**src/rtl/core/dec_pkg.sv**
```systemverilog
`timescale 1ns / 1ps

package dec_pkg;

  localparam int FRAC_BITS = 4;
  // 0.1 px in the fixed-point grid, rounded half up
  localparam int C01 = ((1 << FRAC_BITS) + 5) / 10;

  localparam int QDEPTH = 4;
  localparam int QAW = $clog2(QDEPTH);

  localparam int SQ_STEPS = 12;
  localparam int PDIV_STEPS = 12;
  localparam int VDIV_STEPS = 18;
  localparam int LAT = SQ_STEPS + 2 + PDIV_STEPS;
  localparam int VEL_TAP = LAT - VDIV_STEPS - 5;

  typedef struct packed {
    logic               skip_pair;
    logic signed [15:0] pos_a_x;
    logic signed [15:0] pos_a_y;
    logic signed [15:0] pos_b_x;
    logic signed [15:0] pos_b_y;
    logic signed [15:0] vel_a_x;
    logic signed [15:0] vel_a_y;
    logic signed [15:0] vel_b_x;
    logic signed [15:0] vel_b_y;
    logic [11:0]        radius_sum;
    logic [15:0]        mass_a;
    logic [15:0]        mass_b;
  } in_t;

  typedef struct packed {
    logic               hit;
    logic signed [15:0] new_pos_a_x;
    logic signed [15:0] new_pos_a_y;
    logic signed [15:0] new_pos_b_x;
    logic signed [15:0] new_pos_b_y;
    logic signed [15:0] new_vel_a_x;
    logic signed [15:0] new_vel_a_y;
    logic signed [15:0] new_vel_b_x;
    logic signed [15:0] new_vel_b_y;
  } out_t;

  // classified request handed from front to back
  typedef struct packed {
    in_t                pay;
    logic               hit;
    logic signed [12:0] dx;
    logic signed [12:0] dy;
    logic signed [16:0] dvx;
    logic signed [16:0] dvy;
    logic [16:0]        msum;
    logic [23:0]        d2;
  } rec_t;

endpackage

```
**src/rtl/core/dec_queue.sv**
```systemverilog
`timescale 1ns / 1ps

module dec_queue import dec_pkg::*; (
  input  logic clk,
  input  logic rst_n,
  input  logic push,
  input  rec_t wdata,
  output logic full,
  input  logic pop,
  output rec_t rdata,
  output logic empty
);

  rec_t         mem_r [QDEPTH];
  logic [QAW-1:0] wp_r, rp_r;
  logic [QAW:0]   cnt_r;
  logic           do_push, do_pop;

  assign full = (cnt_r == (QAW+1)'(QDEPTH));
  assign empty = (cnt_r == '0);
  assign do_push = push && !full;
  assign do_pop = pop && !empty;
  assign rdata = mem_r[rp_r];

  always_ff @(posedge clk) begin
    if (!rst_n) begin
      wp_r  <= '0;
      rp_r  <= '0;
      cnt_r <= '0;
    end else begin
      if (do_push) wp_r <= wp_r + 1'b1;
      if (do_pop) rp_r <= rp_r + 1'b1;
      if (do_push && !do_pop) cnt_r <= cnt_r + 1'b1;
      else if (do_pop && !do_push) cnt_r <= cnt_r - 1'b1;
    end
  end

  always_ff @(posedge clk) begin
    if (do_push) mem_r[wp_r] <= wdata;
  end

endmodule

```
**config.mk**
```make
export PLATFORM = sky130hd
export DESIGN_NAME = dec_queue
export DESIGN_NICKNAME = d
export VERILOG_FILES = /design/src/rtl/core/dec_pkg.sv /design/src/rtl/core/dec_queue.sv
export SDC_FILE = /design/constraint.sdc
export NUM_CORES = 1
export LEC_CHECK = 0
export ABC_AREA = 1
export BUFFER_PORTS_ARGS = -buffer_cell sky130_fd_sc_hd__buf_4
export CAP_MARGIN = 20
export CELL_PAD_IN_SITES_DETAIL_PLACEMENT = 2
export CELL_PAD_IN_SITES_GLOBAL_PLACEMENT = 2
export CORE_UTILIZATION = 41
export CTS_CLUSTER_DIAMETER = 150
export DETAILED_ROUTE_END_ITERATION = 12
export PLACE_DENSITY = 0.8
export SYNTH_ARGS = -nofsm -noshare
export SYNTH_HDL_FRONTEND = slang
export SYNTH_SLANG_ARGS = --single-unit
```
**constraint.sdc**
```tcl
create_clock -name clk -period 19.4 [get_ports clk]
set_input_delay 5.82 -clock clk [delete_from_list [all_inputs] [get_ports clk]]
set_output_delay 5.82 -clock clk [all_outputs]
set_load 0.02 [all_outputs]
```
==> flow_summary_export.csv <==
group,metric,value,unit
synthesis,synth_edf_count,1100,
synthesis,synthTopCellsByArea,"edfxtp_1, o21ai_0, nor2_1",
worst_setup_path,cp_slowest_cell,"dfxtp_4",
sta,rsz0062_at_grt,"false",
finish,fin_cells,4641,
route,wl,137,mm
pwr,max-vdd-ir-drop,121,uV
sta,hold_viol_final,0,
floorplanning,rows,115,
synthesis,synth_seq_cells,1109,
finish,drive_above_1_share,22.5,%
placement,dp.cells,4416,
finish,area_growth,21.7,%
clock_tree,cts_root_buf,"clkbuf_16",
clock_tree,cts.path.max_buffers,3,
worst_setup_path,cp_max_fo,86,
sta,slew_violations,0,
sta,worst_pin_slew,1.29,ns
global_route,grt_max_degree,238,
clock_tree,htreeDepth,3,
worst_setup_path,start_kind,"flip-flop",
sta,setup_violations,0,
synthesis,syn_nets,3013,
worst_setup_path,cp_common_cell,"buf_4",
synthesis,yosysTopAreaCell,"edfxtp_1",
sta,max_freq,97.5,MHz
sta,relSlewSlack,13.9,%
synthesis,synth_ff_type,"edfxtp_1",
synthesis,ys_seq_area_share,81.0,%
worst_setup_path,cp.arrival,4.43,ns
finish,multi_input_area,6820,um2
global_route,grt_pass1_vias,29200,
finish,regArea,33200,um2
sta,layout_min_cycle_time,10.25,ns
worst_setup_path,critPathTopFamily,"buffers and inverters",
clock_tree,cts_inserted_buffers,115,
placement,gp_congestion,0.761,
floorplanning,dieHeight,318,um
placement,dp_hpwl,83.0,mm
clock_tree,clock_sinks,1109,
flow_run,maxCapViolCount,0,
floorplanning,die_area,101000,um2
worst_setup_path,critPathBufInv,3,
floorplanning,core,98700,um2
clock_tree,ctsHoldBuffers,0,
route,drt_pass1_iterations,5,
sta,clock_skew,0.0245,ns
finish,nets,3532,
sta,finalCritPeriodShare,52.9,%
run_status,status,"finished clean",
clock_tree,clkLatencyLatePin,0.72,ns
synthesis,avgSynthCellArea,15.0,um2
synthesis,async_flop_share,0,%
clock_tree,tritoncts,"built",
route,routedWlPerCell,29.5,um
hold_path,hp-class,"flip-flop to flip-flop",
synthesis,synth_most_common_cell,"edfxtp_1",
floorplanning,start_util,41.5,%
placement,io_buffers,555,
clock_tree,clk_pin_slew,0.07,ns
route,viasPerCell,5.63,
global_route,overflow,0,
route,ant_nets,0,
route,drt_iter0_markers,1653,
synthesis,synthesis.area,41000,um2
route,vias,26100,
worst_setup_path,worstSetupEndpointType,"output pin",
floorplanning,io_pins,556,
finish,fillerInstances,9208,
global_route,grt_pass1_wl,200,mm
synthesis,syn_inst,2728,
synthesis,synth_top_area_share,80.6,%
pwr,leakage,17.2,nW
worst_setup_path,worst_ep_required_time,13.58,ns
floorplanning,die_x,318,um
synthesis,synth.distinct_cells,22,
synthesis,synth.yosys.warnings,0,
worst_setup_path,slowest_delay,1.00,ns
synthesis,synthTopCellsByCount,"edfxtp_1, nor2_1, o21ai_0",
worst_setup_path,path_class,"flip-flop to output pin",
clock_tree,cts_setup_buffers,0,
sta,setup_tns,0,ns
route,remaining_drc_errors,0,
pwr,p_per_area,145,nW/um2
global_route,antenna_found_initial,14,
global_route,grt_usage,26.7,%
finish,postLayoutCoreUtil,50.5,%
worst_setup_path,crit_chain,"buf_4, buf_4, o21ai_0, o22ai_1, buf_4",
clock_tree,cts_resized,0,
[per-stage QoR]
step | cell area (um2) | total power [W] | setup WS, ns | hold slack [ns]
4_1_cts | 49800 | 0.00729 | 8.99 | 0.532
2_1_floorplan | 41000 | 0.00421 | 1.17 | 0.465
6_report | 49900 | 0.00723 | 9.15 | 0.536
3_3_place_gp | 46200 | 0.00491 | 10.10 | 0.470
5_1_grt | 49900 | 0.00748 | 8.87 | 0.539
3_5_place_dp | 46200 | 0.00507 | 9.81 | 0.520
[worst register-to-register path, cell delays in order, from the launching register on]
cell and delay [ns]:
dfxtp_1 0.46, nor2_1 0.11, nand2_1 0.15, nand2_1 0.30, nor2_4 0.47, buf_4 0.59, buf_4 0.90, buf_4 0.89
[placed cells by master, fill, tap and decap left out]
cell type,Yosys,final
edfxtp_1,1100,1100
buf_4,23,576
nor2_1,564,560
o21ai_0,498,498
o22ai_1,275,275
clkbuf_16,0,115
o21ai_1,53,53
clkbuf_1,61,26
clkinv_1,0,24
clkinv_2,0,21
inv_1,16,16
diode_2,0,15
nand2_1,15,15
bufinv_16,0,10
dfxtp_1,9,7
buf_12,0,7
ha_1,5,5
nor2_4,0,4
nand3_1,4,4
inv_16,0,4
inv_6,0,4
clkbuf_8,0,4
a21oi_1,3,3
dfxtp_4,0,2
clkinv_8,0,2
xor2_1,1,1
nand3b_1,1,1
fa_1,1,1
clkinvlp_4,0,1
[kinds of logic after synthesis]
logic type	after synthesis	share of synthesized area (%)
XOR/XNOR	1	0.0214
AND/OR/NAND/NOR	584	5.37
flip-flops	1109	81.0
adder cells (fa/ha/maj)	6	0.201
buffers and inverters	199	2.41
AO/OA/AOI/OAI	829	11.0
[final timing paths]
path,startpoint,to,slack (ns),cells after the start
hold / removal,rp_r[1],flip-flop,0.54,2
setup / recovery,flip-flop,rdata[110],9.15,5
setup reg to reg,cnt_r[1],mem_r[3][77],15.09,7
hold reg to reg,rp_r[1],flip-flop,0.54,2
[power by group]
group          switching (W)  total [W]  internal [W]
Combinational        0.00140    0.00202      0.000619
Clock               0.000947    0.00218       0.00124
Sequential          0.000107    0.00303       0.00292
[per-layer routing]
layer | vias to the layer above | GRT usage [%] | share of wire, %
met5 | - | 0 | 0.0051
met4 | 2 | 8.77 | 3.3
met3 | 214 | 5.74 | 5.4
met2 | 738 | 50.1 | 55
met1 | 13800 | 29.7 | 36
li1 | 11400 | - | -
[state kept, by name, summed over array words and instances (netlist names), named ones only]
name   flops
mem_r   1100
cnt_r      3
rp_r       2
wp_r       2
[layout make-up]
| class | instances | share of cell area [%] |
|---|---|---|
| antenna | 15 | 0.0752 |
| inverter | 18 | 0.178 |
| clock buffer | 145 | 6.07 |
| multi-input combinational | 1420 | 13.7 |
| sequential | 1109 | 66.6 |
| timing repair buffer | 583 | 8.95 |
| clock inverter | 64 | 1.25 |
| tap | 1287 | 3.23 |
No activity file was read; power rests on OpenSTA's default activity.
