--- config.mk ---
export PLATFORM = sky130hd
export DESIGN_NAME = dec_front
export DESIGN_NICKNAME = d
export VERILOG_FILES = /design/src/rtl/core/dec_pkg.sv /design/src/rtl/core/dec_front.sv
export SDC_FILE = /design/constraint.sdc
export NUM_CORES = 2
export LEC_CHECK = 0
export ABC_AREA = 1
export BUFFER_PORTS_ARGS = -buffer_cell sky130_fd_sc_hd__buf_4
export CORE_MARGIN = 2
export CORE_UTILIZATION = 45
export DETAILED_ROUTE_END_ITERATION = 8
export PLACE_DENSITY = 0.67
export SETUP_SLACK_MARGIN = 0.3
export SYNTH_ARGS = -nofsm -noshare
export SYNTH_HDL_FRONTEND = slang
export SYNTH_SLANG_ARGS = --single-unit
--- constraint.sdc ---
create_clock -name clk -period 25 [get_ports clk]
set_clock_uncertainty 0.2 [all_clocks]
set_input_delay 1.25 -clock clk [delete_from_list [all_inputs] [get_ports clk]]
set_output_delay 1.25 -clock clk [all_outputs]
set_load 0.05 [all_outputs]
--- src/rtl/core/dec_pkg.sv ---
`timescale 1ns / 1ps

package dec_pkg;

  localparam int FRAC_BITS = 4;
  // 0.1 px in the fixed-point grid, rounded half up
  localparam int C01 = ((1 << FRAC_BITS) + 5) / 10;

  localparam int QDEPTH = 4;
  localparam int QAW = $clog2(QDEPTH);

  localparam int SQ_STEPS = 12;
  localparam int PDIV_STEPS = 12;
  localparam int VDIV_STEPS = 18;
  localparam int LAT = SQ_STEPS + 2 + PDIV_STEPS;
  localparam int VEL_TAP = LAT - VDIV_STEPS - 5;

  typedef struct packed {
    logic               skip_pair;
    logic signed [15:0] pos_a_x;
    logic signed [15:0] pos_a_y;
    logic signed [15:0] pos_b_x;
    logic signed [15:0] pos_b_y;
    logic signed [15:0] vel_a_x;
    logic signed [15:0] vel_a_y;
    logic signed [15:0] vel_b_x;
    logic signed [15:0] vel_b_y;
    logic [11:0]        radius_sum;
    logic [15:0]        mass_a;
    logic [15:0]        mass_b;
  } in_t;

  typedef struct packed {
    logic               hit;
    logic signed [15:0] new_pos_a_x;
    logic signed [15:0] new_pos_a_y;
    logic signed [15:0] new_pos_b_x;
    logic signed [15:0] new_pos_b_y;
    logic signed [15:0] new_vel_a_x;
    logic signed [15:0] new_vel_a_y;
    logic signed [15:0] new_vel_b_x;
    logic signed [15:0] new_vel_b_y;
  } out_t;

  // classified request handed from front to back
  typedef struct packed {
    in_t                pay;
    logic               hit;
    logic signed [12:0] dx;
    logic signed [12:0] dy;
    logic signed [16:0] dvx;
    logic signed [16:0] dvy;
    logic [16:0]        msum;
    logic [23:0]        d2;
  } rec_t;

endpackage

--- src/rtl/core/dec_front.sv ---
`timescale 1ns / 1ps

module dec_front import dec_pkg::*; (
  input  logic clk,
  input  logic rst_n,
  input  logic push,
  output logic full,
  input  in_t  in_data,
  output logic rec_valid,
  output rec_t rec_data,
  input  logic rec_full
);

  logic               en;
  logic [2:0]         v_r;
  in_t                p1_r, p2_r;
  logic signed [16:0] dx1_r, dy1_r, dvx1_r, dvy1_r;
  logic signed [16:0] dx2_r, dy2_r, dvx2_r, dvy2_r;
  logic [16:0]        ms1_r, ms2_r;
  logic [23:0]        rs2_1_r, rs2_2_r;
  logic [32:0]        dxx_r, dyy_r;
  rec_t               rec_r;

  logic signed [16:0] dx_c, dy_c, dvx_c, dvy_c;
  logic [23:0]        rs2_c;
  logic signed [33:0] sqx, sqy;
  logic [33:0]        d2_c;

  assign en = !(v_r[2] && rec_full);
  assign full = !en;

  assign dx_c = {in_data.pos_b_x[15], in_data.pos_b_x} - {in_data.pos_a_x[15], in_data.pos_a_x};
  assign dy_c = {in_data.pos_b_y[15], in_data.pos_b_y} - {in_data.pos_a_y[15], in_data.pos_a_y};
  assign dvx_c = {in_data.vel_b_x[15], in_data.vel_b_x} - {in_data.vel_a_x[15], in_data.vel_a_x};
  assign dvy_c = {in_data.vel_b_y[15], in_data.vel_b_y} - {in_data.vel_a_y[15], in_data.vel_a_y};
  assign rs2_c = in_data.radius_sum * in_data.radius_sum;

  assign sqx = dx1_r * dx1_r;
  assign sqy = dy1_r * dy1_r;

  assign d2_c = {1'b0, dxx_r} + {1'b0, dyy_r};

  always_ff @(posedge clk) begin
    if (!rst_n) begin
      v_r <= '0;
    end else if (en) begin
      v_r <= {v_r[1:0], push};
    end
  end

  always_ff @(posedge clk) begin
    if (en) begin
      p1_r    <= in_data;
      dx1_r   <= dx_c;
      dy1_r   <= dy_c;
      dvx1_r  <= dvx_c;
      dvy1_r  <= dvy_c;
      ms1_r   <= {1'b0, in_data.mass_a} + {1'b0, in_data.mass_b};
      rs2_1_r <= rs2_c;

      p2_r    <= p1_r;
      dx2_r   <= dx1_r;
      dy2_r   <= dy1_r;
      dvx2_r  <= dvx1_r;
      dvy2_r  <= dvy1_r;
      ms2_r   <= ms1_r;
      rs2_2_r <= rs2_1_r;
      dxx_r   <= sqx[32:0];
      dyy_r   <= sqy[32:0];

      rec_r.pay  <= p2_r;
      rec_r.hit  <= !p2_r.skip_pair && (d2_c != '0) && (d2_c < {10'b0, rs2_2_r});
      rec_r.dx   <= dx2_r[12:0];
      rec_r.dy   <= dy2_r[12:0];
      rec_r.dvx  <= dvx2_r;
      rec_r.dvy  <= dvy2_r;
      rec_r.msum <= ms2_r;
      rec_r.d2   <= d2_c[23:0];
    end
  end

  assign rec_valid = v_r[2];
  assign rec_data = rec_r;

endmodule

==> impl_results.md <==
* Remaining Overflow, GRT at 0
* Crit path DAT at 7.06 ns
* # setup viols final at 0
* Crit end category: register
* Cells after Synth at 4,817
* I/O pin cnt at 454
* Post-Synthesis Net Count at 5,966
* Die W at 359 um
* I/O Buffers at 453
* Full die area at 129,000 sq um
* Final hold vios at 0
* Dpl hpwl at 91,200 um
* R2R Path Start: dx1_r[16]$_DFFE_PN_
* Design area at 65,100 sq um
* Synth cell types at 50
* Nets at 6,441
* Worst skew pair latency at 0.69 ns
* Hold path depth at 0
* Initial Utilization at 45.2%
* Gr usage total at 18.5%
* Hold Path End: rec_data[86]$_DFFE_PN_
* Layout Area Growth over Synthesis at 14.8%
* End-of-flow core utilization at 51.9%
* WS Path Type: register to register
* Share of layout cells above drive strength 1 at 12.2%
* H-tree levels at 3
* Synthesis-stage register bit count at 892
* Initial antenna violation count at 5
* Worst-path clk slew at 0.07 ns
* Max Fanout on Critical Path at 23
* Relative slew margins at 25.9%
* Largest net degree at the start of global routing at 181
* Actual slew at the worst max-slew pin at 1.11 ns
* Number of global-route vias before repair at 35,253
* CTS root buf: clkbuf_16
* Max cap viols at 0
* Final wirelength at 117,000 um
* Area leader, netlist: edfxtp_1
* Worst reg-to-reg path cell count at 20
* Cts bufs inserted at 94
* Crit start category: register
* Period minus WS final at 6.85 ns
* Synth top area cells: edfxtp_1 47%, fa_1 21%, inv_1 8.1%
* # hold bufs at CTS at 0
* Fin. max-slew vios at 0
* Core area at 125,000 sq um
* Worst hold path class: register to register
* Postcts setup bufs at 0
* Post-synth top flop: edfxtp_1
* Avg Cell Area, Syn at 11.8 sq um
* Setup repair after global routing missed its margin: false
* CTS resizes at 0
* Post-DR vias/cell at 4.82
* Chip height at 359 um
* FFs w/ async S/R, synth at 0%
* DRC viols at 0
* Num rows at 130
* Worst min-delay path startpoint: dy2_r[11]$_DFFE_PN_
* Routed Antenna Nets at 0
* Maximum clock rate at 0.146 GHz
* R2R Setup Slk at 18.15 ns
* Max Root-Sink Buffers at 3
* Final TNS setup at 0 ns
* Area after DPL at 61,900 sq um
* Number of flops mapped to enable cells by yosys at 889
* Top cell type's share of synthesized area at 47.1%
* Final period utilization at 27.4%
* Clock Sink Count at 892
* Worst path required time at 25.21 ns
* TritonRoute pass-1 iters at 5
* Global-route wire length before repair at 187,000 um
* RD Place Congestion at 0.867
* Outcome: complete, no violations
* CTS tree: yes
* Starting DRC count in detailed routing at 2,449
* Worst r2r dst: dxx_r[32]$_DFFE_PN_
* DR vias at 33,856
* Sequential-to-total area share from yosys stat at 47.2%
* Mapped cell area at 56,700 sq um
* Routed WL per cell at 16.6 um
* Synth warnings at 0
==> per-stage QoR <==
step | hold WS (ns) | worst slack [ns] | std cells
2_1_floorplan | 0.200 | 8.04 | 4817
3_3_place_gp | 0.200 | 18.33 | 6846
3_5_place_dp | 0.205 | 18.20 | 6846
4_1_cts | 0.203 | 18.17 | 7020
5_1_grt | 0.214 | 17.64 | 7023
6_report | 0.200 | 18.15 | 7027
==> logic make-up (layout without fill, tap and decap cells) <==
group	Yosys count	count (layout)	share of synthesized area, %
buf+inv	1316	1869	8.72
simple gates	1029	1029	7.36
compound gates	406	406	4.12
other cells	0	7	0
xor+xnor	202	202	3.12
fa+ha+maj	972	972	29.5
flops	892	892	47.2
==> cell type report <==
cell class,count,area [sq um]
Sequential cell,892,26800
Fill cell,10767,60200
Tap cell,1650,2060
Antenna cell,7,17.5
Clock inverter,54,619
Timing Repair Buffer,464,3500
Multi-Input combinational cell,2609,25000
Clock buffer,120,2500
Inverter,1231,4620
==> layout by cell type, fill, tap and decap left out, drive strengths merged, types with 4 or more instances in the layout <==
master    netlist  layout
a21oi         208     208
nand3          67      67
xnor2          80      80
a21boi         17      17
clkinvlp        0       6
o21bai         12      12
nor4            8       8
nand4          20      20
xor2          122     122
nor3           24      24
clkbuf         80     120
a21o           17      17
clkinv          1      35
inv          1230    1236
diode           0       7
nand3b          9       9
o31ai           7       7
a31oi           8       8
a211oi          4       4
o211ai          4       4
nand2         735     735
ha            368     368
edfxtp        889     889
bufinv          0       8
fa            604     604
a31o            4       4
o21a            6       6
buf             5     464
o21ai         109     109
or2            11      11
nor2          151     151
==> worst max-delay path, cell delays in order, from the launching register on <==
cell and delay (ns):
edfxtp_1 0.74, nand2_1 0.22, inv_1 0.12, fa_1 0.77
inv_1 0.12, fa_1 0.71, inv_1 0.21, fa_1 0.50
fa_1 0.50, fa_1 0.50, inv_1 0.05, fa_1 0.47
inv_1 0.04, ha_1 0.33, nand2_1 0.12, nor4_1 0.39
nand3_1 0.13, nand3_1 0.19, nand4_1 0.11, nand3_1 0.10
xor2_1 0.07
==> worst max path at each step <==
| stage | startpoint | cells past startpoint | to | slack (ns) |
|---|---|---|---|---|
| after CTS | dx1_r[16]$_DFFE_PN_ | 20 | dxx_r[32]$_DFFE_PN_ | 18.17 |
| after detailed placement | dx1_r[16]$_DFFE_PN_ | 20 | dxx_r[32]$_DFFE_PN_ | 18.20 |
| after global placement | dx1_r[16]$_DFFE_PN_ | 21 | dxx_r[31]$_DFFE_PN_ | 18.33 |
| after global routing | dx1_r[16]$_DFFE_PN_ | 20 | dxx_r[32]$_DFFE_PN_ | 17.64 |
| after floorplan | rec_full | 4 | v_r[1]$_SDFFE_PN0N_ | 8.04 |
| final | dx1_r[16]$_DFFE_PN_ | 20 | dxx_r[32]$_DFFE_PN_ | 18.15 |
==> layer usage <==
metal	track usage [%]	up-vias	part of all wire (%)
met5	0	-	0.0094
met4	5.01	2	1.9
met3	3.22	133	5.7
met2	31.2	825	49
met1	24.7	16759	44
li1	-	16137	-
==> cells in the mapped netlist (2+ instances only) <==
master and n:
a211oi_1 4, a21boi_0 4, a21boi_1 11, a21boi_2 2, a21o_1 17, a21oi_1 202
a21oi_2 6, a221oi_1 2, a31o_2 4, a31oi_1 8, buf_1 5, clkbuf_1 80
dfxtp_1 3, edfxtp_1 889, fa_1 604, ha_1 368, inv_1 1229, nand2_1 724
nand2_2 11, nand3_1 65, nand3_2 2, nand3b_1 9, nand4_1 20, nor2_1 147
nor2_2 4, nor3_1 23, nor4_1 8, o2111ai_1 3, o211ai_1 3, o21a_1 6
o21ai_0 73, o21ai_1 26, o21ai_2 10, o21bai_1 12, o221ai_1 3, o31ai_1 7
or2_2 10, xnor2_1 80, xor2_1 122
==> flip-flops by register name, indices dropped and copies added (netlist names), 22 cells and up <==
name,flops
dxx_r,31
p1_r,173
rs2_2_r,22
p2_r,173
dyy_r,31
rs2_1_r,22
rec_data,275
Power is not shown: default switching activity piles up to over one toggle a cycle in this logic, so the estimate is an artifact.
